### src/rtl/ttc_pkg.sv
package ttc_pkg;

    localparam int SLOTS  = 8;
    localparam int SLOT_W = $clog2(SLOTS);

    localparam logic [47:0] LINGER_US   = 48'd300000;
    localparam logic [3:0]  MOVE_MM     = 4'd7;
    localparam logic [4:0]  SCROLL_X_MM = 5'd25;
    localparam logic [3:0]  SCROLL_Y_MM = 4'd15;

    typedef enum logic [1:0] {
        TH_NO    = 2'd0,
        TH_YES   = 2'd1,
        TH_MAYBE = 2'd2
    } thumb_t;

    typedef enum logic [2:0] {
        PH_NONE   = 3'd0,
        PH_HOVER  = 3'd1,
        PH_BEGIN  = 3'd2,
        PH_UPDATE = 3'd3,
        PH_END    = 3'd4
    } phase_t;

    typedef enum logic [1:0] {
        ACT_UPDATE = 2'd0,
        ACT_RESET  = 2'd1,
        ACT_SUPP   = 2'd2,
        ACT_MULTI  = 2'd3
    } action_t;

    typedef enum logic [2:0] {
        REG_ENABLE   = 3'd0,
        REG_UPPER    = 3'd1,
        REG_LOWER    = 3'd2,
        REG_SCROLL   = 3'd3,
        REG_PRESSURE = 3'd4,
        REG_SIZE     = 3'd5,
        REG_XRES     = 3'd6,
        REG_YRES     = 3'd7
    } cfg_reg_t;

    localparam logic [1:0] SCROLL_TWOFINGER = 2'd1;
    localparam logic [1:0] SCROLL_EDGE      = 2'd2;

    typedef enum logic [4:0] {
        ST_IDLE,
        ST_LOAD,
        ST_MUL1,
        ST_MUL2,
        ST_MUL3,
        ST_MUL4,
        ST_MUL5,
        ST_MUL6,
        ST_MUL7,
        ST_SCAN,
        ST_OTHER,
        ST_CLASS,
        ST_MF_SCAN,
        ST_MF_DEC,
        ST_OUT
    } state_t;

    function automatic logic is_active(input logic [2:0] ph);
        is_active = (ph == PH_BEGIN) || (ph == PH_UPDATE);
    endfunction

    function automatic logic is_down(input logic [2:0] ph);
        is_down = (ph == PH_BEGIN) || (ph == PH_UPDATE) || (ph == PH_END);
    endfunction

    function automatic logic [15:0] absdiff(input logic [15:0] a, input logic [15:0] b);
        absdiff = (a > b) ? a - b : b - a;
    endfunction

endpackage

### src/rtl/ttc_mul.sv
module ttc_mul (
    input  logic        aclk,
    input  logic [31:0] op_a,
    input  logic [31:0] op_b,
    output logic [63:0] prod_reg
);

    logic [63:0] prod_next;

    assign prod_next = 64'(op_a) * 64'(op_b);

    always_ff @(posedge aclk) begin
        prod_reg <= prod_next;
    end

endmodule

### src/rtl/touchpad_thumb_classifier.sv
// Channel  Dir  Handshake                 Payload
// s_       in   s_tvalid / s_tready       s_tdata item fields, s_tuser action
// m_       out  m_tvalid / m_tready       m_tdata result fields
// cfg_     in   cfg_valid / cfg_ready     cfg_index, cfg_data
//
// One item at a time; s_tready is high only in idle. Steps per item: reset/suppress
// and early-out updates go from load straight to the output register. Update:
// 8-slot scan, other-finger and classify steps; in the update phase the movement
// test (six products through the shared 32x32 multiplier, one compare) comes first.
// Movement over 7 mm ends the update there. Multifinger check: 8-slot scan plus decision.
// Result waits in the output register until m_tready; aresetn is synchronous.
module touchpad_thumb_classifier (
    input  logic         aclk,
    input  logic         aresetn,
    input  logic         s_tvalid,
    output logic         s_tready,
    // slot, phase, pos_x, pos_y, touch_pressure, size_major, size_minor, now_us
    input  logic [135:0] s_tdata,
    // action
    input  logic [1:0]   s_tuser,
    output logic         m_tvalid,
    input  logic         m_tready,
    // out_slot, thumb_state, ignored, other_cleared, other_slot, pair_missing
    output logic [15:0]  m_tdata,
    input  logic         cfg_valid,
    output logic         cfg_ready,
    input  logic [2:0]   cfg_index,
    input  logic [15:0]  cfg_data
);

    localparam int SW = ttc_pkg::SLOT_W;

    ttc_pkg::state_t state_reg, state_next;

    logic        en_reg;
    logic [15:0] upper_reg, lower_reg, plim_reg, slim_reg;
    logic [1:0]  scroll_reg;
    logic [9:0]  xres_reg, yres_reg;
    logic [9:0]  xr, yr;

    logic [1:0]  th_arr [ttc_pkg::SLOTS];
    logic [2:0]  ph_arr [ttc_pkg::SLOTS];
    logic [15:0] px_arr [ttc_pkg::SLOTS];
    logic [15:0] py_arr [ttc_pkg::SLOTS];
    logic [15:0] sx_arr [ttc_pkg::SLOTS];
    logic [15:0] sy_arr [ttc_pkg::SLOTS];
    logic [47:0] st_arr [ttc_pkg::SLOTS];

    logic [1:0]  act_reg;
    logic [2:0]  slot_reg, ph_reg;
    logic [15:0] x_reg, y_reg, pr_reg, mj_reg, mn_reg;
    logic [47:0] now_reg, tstart_reg;
    logic [1:0]  cur_reg;
    logic [15:0] dx_reg, dy_reg;
    logic [25:0] t1_reg, t2_reg;
    logic [22:0] t3_reg;
    logic [52:0] acc_reg;
    logic [SW-1:0] idx_reg, fidx_reg, sidx_reg;
    logic [1:0]  cnt_reg;
    logic        found_reg, fthumb_maybe_reg;
    logic        fok_reg, sok_reg;
    logic [15:0] fx_reg, fy_reg, sx_reg, sy_reg;

    logic [2:0]  o_slot_reg, o_os_reg;
    logic [1:0]  o_th_reg;
    logic        o_oc_reg, o_pm_reg;

    logic [SW-1:0] rd_addr, slot_idx;
    logic [1:0]  rd_th;
    logic [2:0]  rd_ph;
    logic [15:0] rd_px, rd_py;
    logic        slot_ok, idx_last, accept;
    logic [31:0] mul_a, mul_b;
    logic [63:0] prod;
    logic [48:0] linger_end;
    logic        excl, thumb_hit, close;
    logic [18:0] minor5, size3;
    logic [14:0] xlim;
    logic [13:0] ylim;
    logic [12:0] yr7;

    assign xr = (xres_reg == 10'd0) ? 10'd1 : xres_reg;
    assign yr = (yres_reg == 10'd0) ? 10'd1 : yres_reg;
    assign slot_idx = SW'(slot_reg);
    assign slot_ok  = 32'(slot_reg) < ttc_pkg::SLOTS;
    assign idx_last = 32'(idx_reg) == ttc_pkg::SLOTS - 1;
    assign accept   = s_tvalid && s_tready;

    assign s_tready  = (state_reg == ttc_pkg::ST_IDLE);
    assign cfg_ready = 1'b1;
    assign m_tvalid  = (state_reg == ttc_pkg::ST_OUT);
    assign m_tdata   = {5'd0, o_pm_reg, o_os_reg, o_oc_reg, o_th_reg == ttc_pkg::TH_YES,
                        o_th_reg, o_slot_reg};

    always_comb begin
        case (state_reg)
            ttc_pkg::ST_SCAN, ttc_pkg::ST_MF_SCAN: rd_addr = idx_reg;
            ttc_pkg::ST_MF_DEC:                    rd_addr = sidx_reg;
            default:                               rd_addr = slot_idx;
        endcase
    end

    assign rd_th = th_arr[rd_addr];
    assign rd_ph = ph_arr[rd_addr];
    assign rd_px = px_arr[rd_addr];
    assign rd_py = py_arr[rd_addr];

    assign yr7 = 13'(yr) * 13'(ttc_pkg::MOVE_MM);

    always_comb begin
        case (state_reg)
            ttc_pkg::ST_MUL1: begin mul_a = 32'(dx_reg); mul_b = 32'(yr);  end
            ttc_pkg::ST_MUL2: begin mul_a = 32'(dy_reg); mul_b = 32'(xr);  end
            ttc_pkg::ST_MUL3: begin mul_a = 32'(xr);     mul_b = 32'(yr7); end
            ttc_pkg::ST_MUL4: begin mul_a = 32'(t1_reg); mul_b = 32'(t1_reg); end
            ttc_pkg::ST_MUL5: begin mul_a = 32'(t2_reg); mul_b = 32'(t2_reg); end
            ttc_pkg::ST_MUL6: begin mul_a = 32'(t3_reg); mul_b = 32'(t3_reg); end
            default:          begin mul_a = 32'd0;       mul_b = 32'd0;       end
        endcase
    end

    ttc_mul u_mul (
        .aclk     (aclk),
        .op_a     (mul_a),
        .op_b     (mul_b),
        .prod_reg (prod)
    );

    assign linger_end = 49'(tstart_reg) + 49'(ttc_pkg::LINGER_US);
    assign excl = (y_reg > lower_reg) && (scroll_reg != ttc_pkg::SCROLL_EDGE) &&
                  (linger_end < 49'(now_reg));
    assign minor5 = 19'(mn_reg) * 19'd5;
    assign size3  = 19'(slim_reg) * 19'd3;
    assign thumb_hit = ((plim_reg != 16'hFFFF) && (pr_reg > plim_reg) && excl) ||
                       ((slim_reg != 16'd0) && (mj_reg > slim_reg) && (minor5 < size3)) ||
                       excl;
    assign xlim  = 15'(xr) * 15'(ttc_pkg::SCROLL_X_MM);
    assign ylim  = 14'(yr) * 14'(ttc_pkg::SCROLL_Y_MM);
    assign close = (scroll_reg == ttc_pkg::SCROLL_TWOFINGER) &&
                   (17'(ttc_pkg::absdiff(fx_reg, sx_reg)) <= 17'(xlim)) &&
                   (17'(ttc_pkg::absdiff(fy_reg, sy_reg)) <= 17'(ylim));

    always_comb begin
        state_next = state_reg;
        case (state_reg)
            ttc_pkg::ST_IDLE: if (accept) state_next = ttc_pkg::ST_LOAD;
            ttc_pkg::ST_LOAD: begin
                if (act_reg == ttc_pkg::ACT_MULTI) begin
                    state_next = ttc_pkg::ST_MF_SCAN;
                end else if (!slot_ok || act_reg != ttc_pkg::ACT_UPDATE) begin
                    state_next = ttc_pkg::ST_OUT;
                end else if (!en_reg || rd_th != ttc_pkg::TH_MAYBE || y_reg < upper_reg) begin
                    state_next = ttc_pkg::ST_OUT;
                end else if (ph_reg == ttc_pkg::PH_UPDATE) begin
                    state_next = ttc_pkg::ST_MUL1;
                end else begin
                    state_next = ttc_pkg::ST_SCAN;
                end
            end
            ttc_pkg::ST_MUL1: state_next = ttc_pkg::ST_MUL2;
            ttc_pkg::ST_MUL2: state_next = ttc_pkg::ST_MUL3;
            ttc_pkg::ST_MUL3: state_next = ttc_pkg::ST_MUL4;
            ttc_pkg::ST_MUL4: state_next = ttc_pkg::ST_MUL5;
            ttc_pkg::ST_MUL5: state_next = ttc_pkg::ST_MUL6;
            ttc_pkg::ST_MUL6: state_next = ttc_pkg::ST_MUL7;
            ttc_pkg::ST_MUL7: begin
                if (acc_reg > prod[52:0]) state_next = ttc_pkg::ST_OUT;
                else                      state_next = ttc_pkg::ST_SCAN;
            end
            ttc_pkg::ST_SCAN:    if (idx_last) state_next = ttc_pkg::ST_OTHER;
            ttc_pkg::ST_OTHER:   state_next = ttc_pkg::ST_CLASS;
            ttc_pkg::ST_CLASS:   state_next = ttc_pkg::ST_OUT;
            ttc_pkg::ST_MF_SCAN: if (idx_last) state_next = ttc_pkg::ST_MF_DEC;
            ttc_pkg::ST_MF_DEC:  state_next = ttc_pkg::ST_OUT;
            ttc_pkg::ST_OUT:     if (m_tready) state_next = ttc_pkg::ST_IDLE;
            default:             state_next = ttc_pkg::ST_IDLE;
        endcase
    end

    always_ff @(posedge aclk) begin
        if (!aresetn) begin
            state_reg  <= ttc_pkg::ST_IDLE;
            en_reg     <= 1'b0;
            upper_reg  <= 16'hFFFF;
            lower_reg  <= 16'hFFFF;
            scroll_reg <= 2'd0;
            plim_reg   <= 16'hFFFF;
            slim_reg   <= 16'd0;
            xres_reg   <= 10'd1;
            yres_reg   <= 10'd1;
            for (int i = 0; i < ttc_pkg::SLOTS; i++) begin
                th_arr[i] <= ttc_pkg::TH_MAYBE;
                ph_arr[i] <= ttc_pkg::PH_NONE;
                px_arr[i] <= 16'd0;
                py_arr[i] <= 16'd0;
                st_arr[i] <= 48'd0;
            end
        end else begin
            state_reg <= state_next;
            if (cfg_valid && cfg_ready) begin
                case (cfg_index)
                    ttc_pkg::REG_ENABLE:   en_reg     <= cfg_data[0];
                    ttc_pkg::REG_UPPER:    upper_reg  <= cfg_data;
                    ttc_pkg::REG_LOWER:    lower_reg  <= cfg_data;
                    ttc_pkg::REG_SCROLL:   scroll_reg <= cfg_data[1:0];
                    ttc_pkg::REG_PRESSURE: plim_reg   <= cfg_data;
                    ttc_pkg::REG_SIZE:     slim_reg   <= cfg_data;
                    ttc_pkg::REG_XRES:     xres_reg   <= cfg_data[9:0];
                    ttc_pkg::REG_YRES:     yres_reg   <= cfg_data[9:0];
                    default: ;
                endcase
            end
            case (state_reg)
                ttc_pkg::ST_LOAD: begin
                    if (act_reg != ttc_pkg::ACT_MULTI && slot_ok) begin
                        case (act_reg)
                            ttc_pkg::ACT_RESET: th_arr[slot_idx] <= ttc_pkg::TH_MAYBE;
                            ttc_pkg::ACT_SUPP:  th_arr[slot_idx] <= ttc_pkg::TH_YES;
                            default: begin
                                ph_arr[slot_idx] <= ph_reg;
                                px_arr[slot_idx] <= x_reg;
                                py_arr[slot_idx] <= y_reg;
                                if (ph_reg == ttc_pkg::PH_BEGIN)
                                    st_arr[slot_idx] <= now_reg;
                                if (en_reg && rd_th == ttc_pkg::TH_MAYBE &&
                                    y_reg < upper_reg)
                                    th_arr[slot_idx] <= ttc_pkg::TH_NO;
                            end
                        endcase
                    end
                end
                ttc_pkg::ST_MUL7: begin
                    if (acc_reg > prod[52:0]) th_arr[slot_idx] <= ttc_pkg::TH_NO;
                end
                ttc_pkg::ST_OTHER: begin
                    if (y_reg > upper_reg && cnt_reg == 2'd2 && found_reg &&
                        fidx_reg != slot_idx && fthumb_maybe_reg)
                        th_arr[fidx_reg] <= ttc_pkg::TH_NO;
                end
                ttc_pkg::ST_CLASS: th_arr[slot_idx] <= thumb_hit ? ttc_pkg::TH_YES : cur_reg;
                ttc_pkg::ST_MF_DEC: begin
                    if (fok_reg && sok_reg && !close) th_arr[sidx_reg] <= ttc_pkg::TH_YES;
                end
                default: ;
            endcase
        end
    end

    // start position store has no reset
    always_ff @(posedge aclk) begin
        if (state_reg == ttc_pkg::ST_LOAD && act_reg == ttc_pkg::ACT_UPDATE && slot_ok &&
            en_reg && rd_th == ttc_pkg::TH_MAYBE && !(y_reg < upper_reg) &&
            ph_reg == ttc_pkg::PH_BEGIN) begin
            sx_arr[slot_idx] <= x_reg;
            sy_arr[slot_idx] <= y_reg;
        end
    end

    always_ff @(posedge aclk) begin
        case (state_reg)
            ttc_pkg::ST_IDLE: begin
                if (accept) begin
                    act_reg  <= s_tuser;
                    slot_reg <= s_tdata[2:0];
                    ph_reg   <= s_tdata[5:3];
                    x_reg    <= s_tdata[21:6];
                    y_reg    <= s_tdata[37:22];
                    pr_reg   <= s_tdata[53:38];
                    mj_reg   <= s_tdata[69:54];
                    mn_reg   <= s_tdata[85:70];
                    now_reg  <= s_tdata[133:86];
                end
            end
            ttc_pkg::ST_LOAD: begin
                idx_reg   <= '0;
                cnt_reg   <= 2'd0;
                found_reg <= 1'b0;
                fok_reg   <= 1'b0;
                sok_reg   <= 1'b0;
                o_oc_reg  <= 1'b0;
                o_os_reg  <= 3'd0;
                o_pm_reg  <= 1'b0;
                o_slot_reg <= slot_reg;
                cur_reg   <= rd_th;
                tstart_reg <= (ph_reg == ttc_pkg::PH_BEGIN) ? now_reg : st_arr[slot_idx];
                dx_reg    <= ttc_pkg::absdiff(x_reg, sx_arr[slot_idx]);
                dy_reg    <= ttc_pkg::absdiff(y_reg, sy_arr[slot_idx]);
                if (!slot_ok) begin
                    o_th_reg <= ttc_pkg::TH_NO;
                end else if (act_reg == ttc_pkg::ACT_RESET) begin
                    o_th_reg <= ttc_pkg::TH_MAYBE;
                end else if (act_reg == ttc_pkg::ACT_SUPP) begin
                    o_th_reg <= ttc_pkg::TH_YES;
                end else if (en_reg && rd_th == ttc_pkg::TH_MAYBE && y_reg < upper_reg) begin
                    o_th_reg <= ttc_pkg::TH_NO;
                end else begin
                    o_th_reg <= rd_th;
                end
            end
            ttc_pkg::ST_MUL2: t1_reg <= prod[25:0];
            ttc_pkg::ST_MUL3: t2_reg <= prod[25:0];
            ttc_pkg::ST_MUL4: t3_reg <= prod[22:0];
            ttc_pkg::ST_MUL5: acc_reg <= prod[52:0];
            ttc_pkg::ST_MUL6: acc_reg <= acc_reg + prod[52:0];
            ttc_pkg::ST_MUL7: o_th_reg <= ttc_pkg::TH_NO;
            ttc_pkg::ST_SCAN: begin
                idx_reg <= idx_reg + SW'(1);
                if (ttc_pkg::is_active(rd_ph)) begin
                    if (cnt_reg != 2'd2) cnt_reg <= cnt_reg + 2'd1;
                    if (!found_reg && rd_py > upper_reg) begin
                        found_reg        <= 1'b1;
                        fidx_reg         <= idx_reg;
                        fthumb_maybe_reg <= (rd_th == ttc_pkg::TH_MAYBE);
                    end
                end
            end
            ttc_pkg::ST_OTHER: begin
                if (y_reg > upper_reg && cnt_reg == 2'd2 && found_reg) begin
                    cur_reg <= ttc_pkg::TH_NO;
                    if (fidx_reg != slot_idx && fthumb_maybe_reg) begin
                        o_oc_reg <= 1'b1;
                        o_os_reg <= 3'(fidx_reg);
                    end
                end
            end
            ttc_pkg::ST_CLASS: o_th_reg <= thumb_hit ? ttc_pkg::TH_YES : cur_reg;
            ttc_pkg::ST_MF_SCAN: begin
                idx_reg <= idx_reg + SW'(1);
                if (!(fok_reg && sok_reg) && ttc_pkg::is_down(rd_ph)) begin
                    if (rd_ph != ttc_pkg::PH_BEGIN) begin
                        fok_reg <= 1'b1;
                        fidx_reg <= idx_reg;
                        fx_reg <= rd_px;
                        fy_reg <= rd_py;
                    end else begin
                        sok_reg <= 1'b1;
                        sidx_reg <= idx_reg;
                        sx_reg <= rd_px;
                        sy_reg <= rd_py;
                    end
                end
            end
            ttc_pkg::ST_MF_DEC: begin
                if (!(fok_reg && sok_reg)) begin
                    o_slot_reg <= 3'd0;
                    o_th_reg   <= ttc_pkg::TH_NO;
                    o_pm_reg   <= 1'b1;
                end else begin
                    o_slot_reg <= 3'(sidx_reg);
                    o_th_reg   <= close ? rd_th : ttc_pkg::TH_YES;
                end
            end
            default: ;
        endcase
    end

endmodule

### config.mk
export PLATFORM = sky130hd
export DESIGN_NAME = touchpad_thumb_classifier
export DESIGN_NICKNAME = d
export VERILOG_FILES = /design/src/rtl/ttc_pkg.sv /design/src/rtl/ttc_mul.sv /design/src/rtl/touchpad_thumb_classifier.sv
export SDC_FILE = /design/constraint.sdc
export NUM_CORES = 2
export LEC_CHECK = 0
export BUFFER_PORTS_ARGS = -buffer_cell sky130_fd_sc_hd__clkbuf_2
export CORE_MARGIN = 2
export CORE_UTILIZATION = 46
export DETAILED_ROUTE_END_ITERATION = 7
export PLACE_DENSITY = 0.7
export REMOVE_ABC_BUFFERS = 1
export SLEW_MARGIN = 20
export SYNTH_ARGS = -nofsm -noshare
export SYNTH_HDL_FRONTEND = slang
export SYNTH_SLANG_ARGS = --single-unit
### constraint.sdc
create_clock -name aclk -period 9.05 [get_ports aclk]
set_input_delay 0.905 -clock aclk [delete_from_list [all_inputs] [get_ports aclk]]
set_output_delay 0.905 -clock aclk [all_outputs]
set_load 0.01 [all_outputs]
# Word-level counts from Yosys, hierarchy flattened
# Memories as Yosys holds them, arrays and structs flattened. A register that Yosys moved wholly into a read port is not among the register bits.
# Index checks and enable logic that the tools add are counted.
[totals] ff_bits=579 mem_bits_rw=936 mem_count=7
[mem_list] memory="st_arr" depth=8 word_bits=48 rd=1 rd_ports_with_merged_regs=1 wr=8 line="touchpad_thumb_classifier.sv:47" rtl="logic [47:0] st_arr [ttc_pkg::SLOTS];"
[mem_list] memory="px_arr" depth=8 word_bits=16 rd=1 rd_ports_with_merged_regs=0 wr=8 line="touchpad_thumb_classifier.sv:43" rtl="logic [15:0] px_arr [ttc_pkg::SLOTS];"
[mem_list] memory="py_arr" depth=8 word_bits=16 rd=1 rd_ports_with_merged_regs=0 wr=8 line="touchpad_thumb_classifier.sv:44" rtl="logic [15:0] py_arr [ttc_pkg::SLOTS];"
[mem_list] memory="sx_arr" depth=8 word_bits=16 rd=1 rd_ports_with_merged_regs=1 wr=1 line="touchpad_thumb_classifier.sv:45" rtl="logic [15:0] sx_arr [ttc_pkg::SLOTS];"
[mem_list] memory="sy_arr" depth=8 word_bits=16 rd=1 rd_ports_with_merged_regs=1 wr=1 line="touchpad_thumb_classifier.sv:46" rtl="logic [15:0] sy_arr [ttc_pkg::SLOTS];"
[mem_list] memory="ph_arr" depth=8 word_bits=3 rd=1 rd_ports_with_merged_regs=0 wr=8 line="touchpad_thumb_classifier.sv:42" rtl="logic [2:0] ph_arr [ttc_pkg::SLOTS];"
[mem_list] memory="+1 memories"
[classes] addsub=12 multipliers=6 magnitude_cmp=15 n_eq_ne=54 n_mux=131 n_bitwise=5 reduce_logical=82
[op_table] operator="$pmux 26 s6" count=2
[op_table] operator="$gt 16x16->1" count=9
[op_table] operator="$sub 16x16->16" count=8
[op_table] operator="$pmux 53 s2" count=1
[op_table] operator="$mux 16" count=6
[op_table] operator="$mux 48" count=2
[op_table] operator="$pmux 5 s14" count=1
[op_table] operator="$mux 1" count=61
[op_table] operator="$mux 3" count=19
[op_table] operator="$add 53x52->53" count=1
[op_table] operator="$gt 53x52->1" count=1
[op_table] operator="$mul 26x26->52" count=1
[op_table] operator="$add 48x19->49 const B" count=1
[op_table] operator="$lt 49x48->1" count=1
[op_table] operator="$reduce_or 48->1" count=1
[op_table] operator="$eq 5x4->1 const B" count=7
[op_table] operator="$mux 2" count=16
[op_table] operator="$reduce_or 16->1" count=2
[op_table] operator="$ne 2x2->1 const B" count=15
[op_table] operator="$pmux 3 s2" count=5
[op_table] operator="$logic_and 1x1->1" count=25
[op_table] operator="$reduce_and 3->1" count=8
[op_table] operator="$reduce_and 2->1" count=11
[op_table] operator="$eq 5x3->1 const B" count=4
[op_table] operator="other kinds (43)" count=97

# Depth between registers and ports, before layout
# An unclocked memory read counts as a cell.
[depth] word_depth=20 mapped_depth=46 mapped_depth_nobuf=46

# By module
# Synthesis repeated with hierarchy kept, for this count alone.
[unflattened] hier_cells=10366 area_unflattened_um2=111231.7
[modules_own_cells] mod="touchpad_thumb_classifier" instances=1 cells_each=6589 area_each_um2=76479.6 seq_area_each_um2=42250.5
[modules_own_cells] mod="ttc_mul" instances=1 cells_each=3777 area_each_um2=34752.1 seq_area_each_um2=1281.2

# Worst setup path before layout
# No wires, ideal clock.
[synth_path] path_kind="flip-flop to flip-flop" start="register yres_reg[2]" end="register u_mul.prod_reg[49]" setup_ps=72 t_arrival_ps=9862 slack_ps=-884 stages_incl_launch_ff=45 path_buffers=1 cell_sequence="dfxtp_1 inv_1 ha_1 nand2_1 nor4_1 nor2_1 ha_1 or2_2 ha_1 a21o_1 a21oi_1 o21bai_1 a21oi_1 o21bai_1 a21oi_1 o21ai_0 xor2_1 nand2_1 (+9 left out) inv_1 fa_1 fa_1 inv_1 fa_1 inv_1 ha_1 a21oi_1 o21ai_0 a2111oi_0 o21a_1 o21ai_0 a21oi_1 o21ai_1 a211oi_1 o21bai_1 a21oi_1 xnor2_1"
[synth_between] elab_chain_len=5
[synth_lines] element="start: declaration" line="touchpad_thumb_classifier.sv:38" rtl="logic [9:0] xres_reg, yres_reg;"
[synth_lines] element="start signal: assignment" line="touchpad_thumb_classifier.sv:209" rtl="ttc_pkg::REG_YRES: yres_reg <= cfg_data[9:0];"
[synth_lines] element="$logic_not 10->1" line="touchpad_thumb_classifier.sv:83" rtl="assign yr = (yres_reg == 10'd0) ? 10'd1 : yres_reg;"
[synth_lines] element="$mux 10 (*)" line="touchpad_thumb_classifier.sv:83"
[synth_lines] element="$mul 10x3->13" line="touchpad_thumb_classifier.sv:108" rtl="assign yr7 = 13'(yr) * 13'(ttc_pkg::MOVE_MM);"
[synth_lines] element="$pmux 26 s6 (*)" line="touchpad_thumb_classifier.sv:111" rtl="case (state_reg)"
[synth_lines] element="$mul 26x26->52 (*)" line="ttc_mul.sv:10" rtl="assign prod_next = 64'(op_a) * 64'(op_b);"
[synth_lines] element="via u_mul.prod_next[49]" line="ttc_mul.sv:8" rtl="logic [63:0] prod_next;"
[synth_lines] element="end signal: assignment" line="ttc_mul.sv:13" rtl="prod_reg <= prod_next;"
[synth_lines] element="end: declaration" line="ttc_mul.sv:5" rtl="output logic [63:0] prod_reg"
# Mark *: on every way through the listed nets, which the timed path passes. The rest lies on a longest branch.
# A chain may end at the register's enable or synchronous reset.

# Worst setup path in the final report
[layout_path] start="register yres_reg[4]" end="register u_mul.prod_reg[45]"
# The elaborated chain is that of the path after synthesis.

==> results.sh <==
export IMPL_holdPathStages=1
export IMPL_grt_pass1_wl_mm=439
export IMPL_max_vdd_ir_drop_v=0.000254
export IMPL_synth_cell_type_count=95
export IMPL_fin_skew_ns=0.0660
export IMPL_dp_hpwl_mm=206
export IMPL_yosysTopAreaCellShare_pct=41.3
export IMPL_path_clk_slew_ns=0.06
export IMPL_violations="setup timing"
export IMPL_cp_slowest_stage_delay_ns=0.55
export IMPL_clock_sinks=1485
export IMPL_crit_path_end_kind="register"
export IMPL_synth_area_per_cell_sq_um=10.8
export IMPL_r2r_end="u_mul.prod_reg[45]"
export IMPL_maxSlewHeadroom_pct=12.0
export IMPL_postLayoutCellArea_sq_um=112000
export IMPL_fin_nets=10900
export IMPL_power_density_nw_per_um2=229
export IMPL_path_max_fanout=4
export IMPL_viasPerCell=5.78
export IMPL_required_ns=9.82
export IMPL_cts_root_buffer="clkbuf_16"
export IMPL_synth_async_sr_flop_share_pct=0
export IMPL_fmax_mhz=103
export IMPL_ant_nets=0
export IMPL_numCtsBuffers=158
export IMPL_tightest_slew_ns=1.32
export IMPL_portBuffers=156
export IMPL_synth_area_sq_um=98600
export IMPL_routedWlPerCell_um=23.5
export IMPL_final_period_utilization_pct=107
export IMPL_synth_area_leader_cell="edfxtp_1"
export IMPL_hold_violations=0
export IMPL_start_util_pct=46.4
export IMPL_drc=0
export IMPL_drive_above_1_share_pct=14.6
export IMPL_drv_slew=0
export IMPL_yosysMostFrequentCell="edfxtp_1"
export IMPL_synth_common_cells="1355 x edfxtp_1, 1170 x inv_1, 1025 x nand2_1"
export IMPL_fp_dieH_um=467
export IMPL_grt_total_usage_pct=26.4
export IMPL_period_minus_slack_ns=9.72
export IMPL_cp_arrival_ns=10.49
export IMPL_yosys_top_cells_area="edfxtp_1 41%, fa_1 12%, ha_1 8.8%"
export IMPL_ios=181
export IMPL_r2r_start="yres_reg[4]"
export IMPL_antenna_found_initial=16
export IMPL_ys_ff_latch=1485
export IMPL_fillers=18400
export IMPL_grt_pass1_vias=72900
export IMPL_cts_tree="yes"
export IMPL_chipWidth_um=467
export IMPL_insertion_delay_ns=0.87
export IMPL_seqCellArea_sq_um=43300
export IMPL_start_kind="register"
export IMPL_largest_reg_flops=384
export IMPL_grt_max_degree=237
export IMPL_leakage_nw=45.3
export IMPL_yosysWarnings=0
export IMPL_vias=71800
export IMPL_first_pass_iters=6
export IMPL_overflow=0
export IMPL_regMostFlops="st_arr"
export IMPL_cp_slowest_cell="fa_1"
export IMPL_hold_class="in2reg"
export IMPL_holdBufCountCts=0
export IMPL_drv_cap=0
export IMPL_final_core_util_pct=52.7
export IMPL_setup_ws_ns=-0.665
export IMPL_clk_path_buf_depth=3
export IMPL_drt_iter0_drc=6974
export IMPL_finalSetupViolations=26
export IMPL_rsz0062_at_grt="yes"
export IMPL_syn_instance_count=9123
export IMPL_post_place_ws_ns=-1.38
export IMPL_timing_hold_ws_ns=0.213
export IMPL_ff2ff_path_depth=43
export IMPL_hold_path_startpoint="s_tdata[117]"
export IMPL_htree_num_levels=4
export IMPL_status="finished, violations left"
export IMPL_synth_edf_count=1355
export IMPL_multiInputGateArea_sq_um=50300
export IMPL_gp_congestion=0.964
export IMPL_synthFlopType="edfxtp_1"
export IMPL_min_to="now_reg[31]"
export IMPL_worst_setup_path_type="reg2reg"
export IMPL_die_area_sq_um=218000
export IMPL_rows=169
export IMPL_routed_wl_mm=292
export IMPL_area_delta_synth_final_pct=13.6
export IMPL_critPathMostFrequentCell="fa_1"
export IMPL_seq_area_frac_synth_pct=43.9
export IMPL_core_area_sq_um=213000
export IMPL_r2r_setup_slack_ns=-0.67
export IMPL_post_dp_cell_area_sq_um=105000
## layout by cell type (no fill, tap or decap), types with 155 or more instances in the layout
cell type,instances
edfxtp_1,1355
ha_1,669
nand3_1,235
fa_1,561
clkbuf_16,160
inv_1,1125
buf_4,439
nor2_1,484
nor4_1,246
o21ai_0,295
clkbuf_2,155
a21oi_1,301
nand2_1,995
xnor2_1,165
mux4_2,162
nor3_1,446
## critical path: cells and delay by family (launching register included)
kind	cells	cell delay [ns]
xor+xnor	2	0.41
fa+ha+maj	11	4.74
simple gates	7	0.96
compound gates	14	2.35
flops	1	0.32
buf+inv	9	0.87
## metal layers
metal	up-vias	wire length, um	GRT usage [%]
li1	32400	-	-
met1	35700	112000	33.0
met2	3054	140000	44.0
met3	675	22300	4.55
met4	18	16700	13.5
met5	-	112	0
## cells by family after synthesis
family / count (synthesis) / synth area share, %
xor+xnor: 251 / 2.23
compound gates: 1208 / 7.79
simple gates: 2848 / 13.4
flops: 1485 / 43.9
fa+ha+maj: 1287 / 20.8
buf+inv: 1741 / 6.70
mux: 301 / 5.15
other cells: 2 / 0.00761
## metrics by stage
stage          total power [mW]  setup TNS [ns]  cells
3_5_place_dp               19.0          -34.62  12100
6_report                   25.7          -10.36  12400
5_1_grt                    26.9          -20.88  12400
4_1_cts                    25.5           -8.08  12400
3_3_place_gp               18.7          -28.20  12100
2_1_floorplan              15.4        -8239.76   8641
## worst max path at each step
stage,depth (start not counted),startpoint,end,slack (ns)
global route,44,yres_reg[2],u_mul.prod_reg[45],-1.02
global placement,44,yres_reg[4],u_mul.prod_reg[45],-1.27
floorplan,3,ph_reg[2],st_arr[2][0],-11.54
finish,43,yres_reg[4],u_mul.prod_reg[45],-0.67
CTS,46,yres_reg[4],u_mul.prod_reg[45],-0.57
detailed placement,44,yres_reg[4],u_mul.prod_reg[31],-1.38
## final cells by class
cell class	instances	share of cell area (%)
Inverter	1255	4.21
Tap cell	2821	3.15
Multi-Input combinational cell	5901	44.9
Antenna cell	11	0.0246
Timing Repair Buffer	660	4.50
Sequential cell	1485	38.6
Clock buffer	205	3.74
Clock inverter	85	0.860
## repair_timing
| item | CTS | global route |
|---|---|---|
| pin swaps | 94 | 124 |
| endpoints found under the setup margin | 36 | 36 |
| cloned | 1 | 1 |
| setup buffers | 47 | 28 |
| resized for setup | 172 | 163 |
## where the power goes
part           internal (mW)  total (mW)  switching, mW
clock                   3.58        6.44           2.86
combinational           3.61        10.2           6.55
sequential              8.50        9.08          0.579
Note: power is estimated with default switching activity, not from simulation.
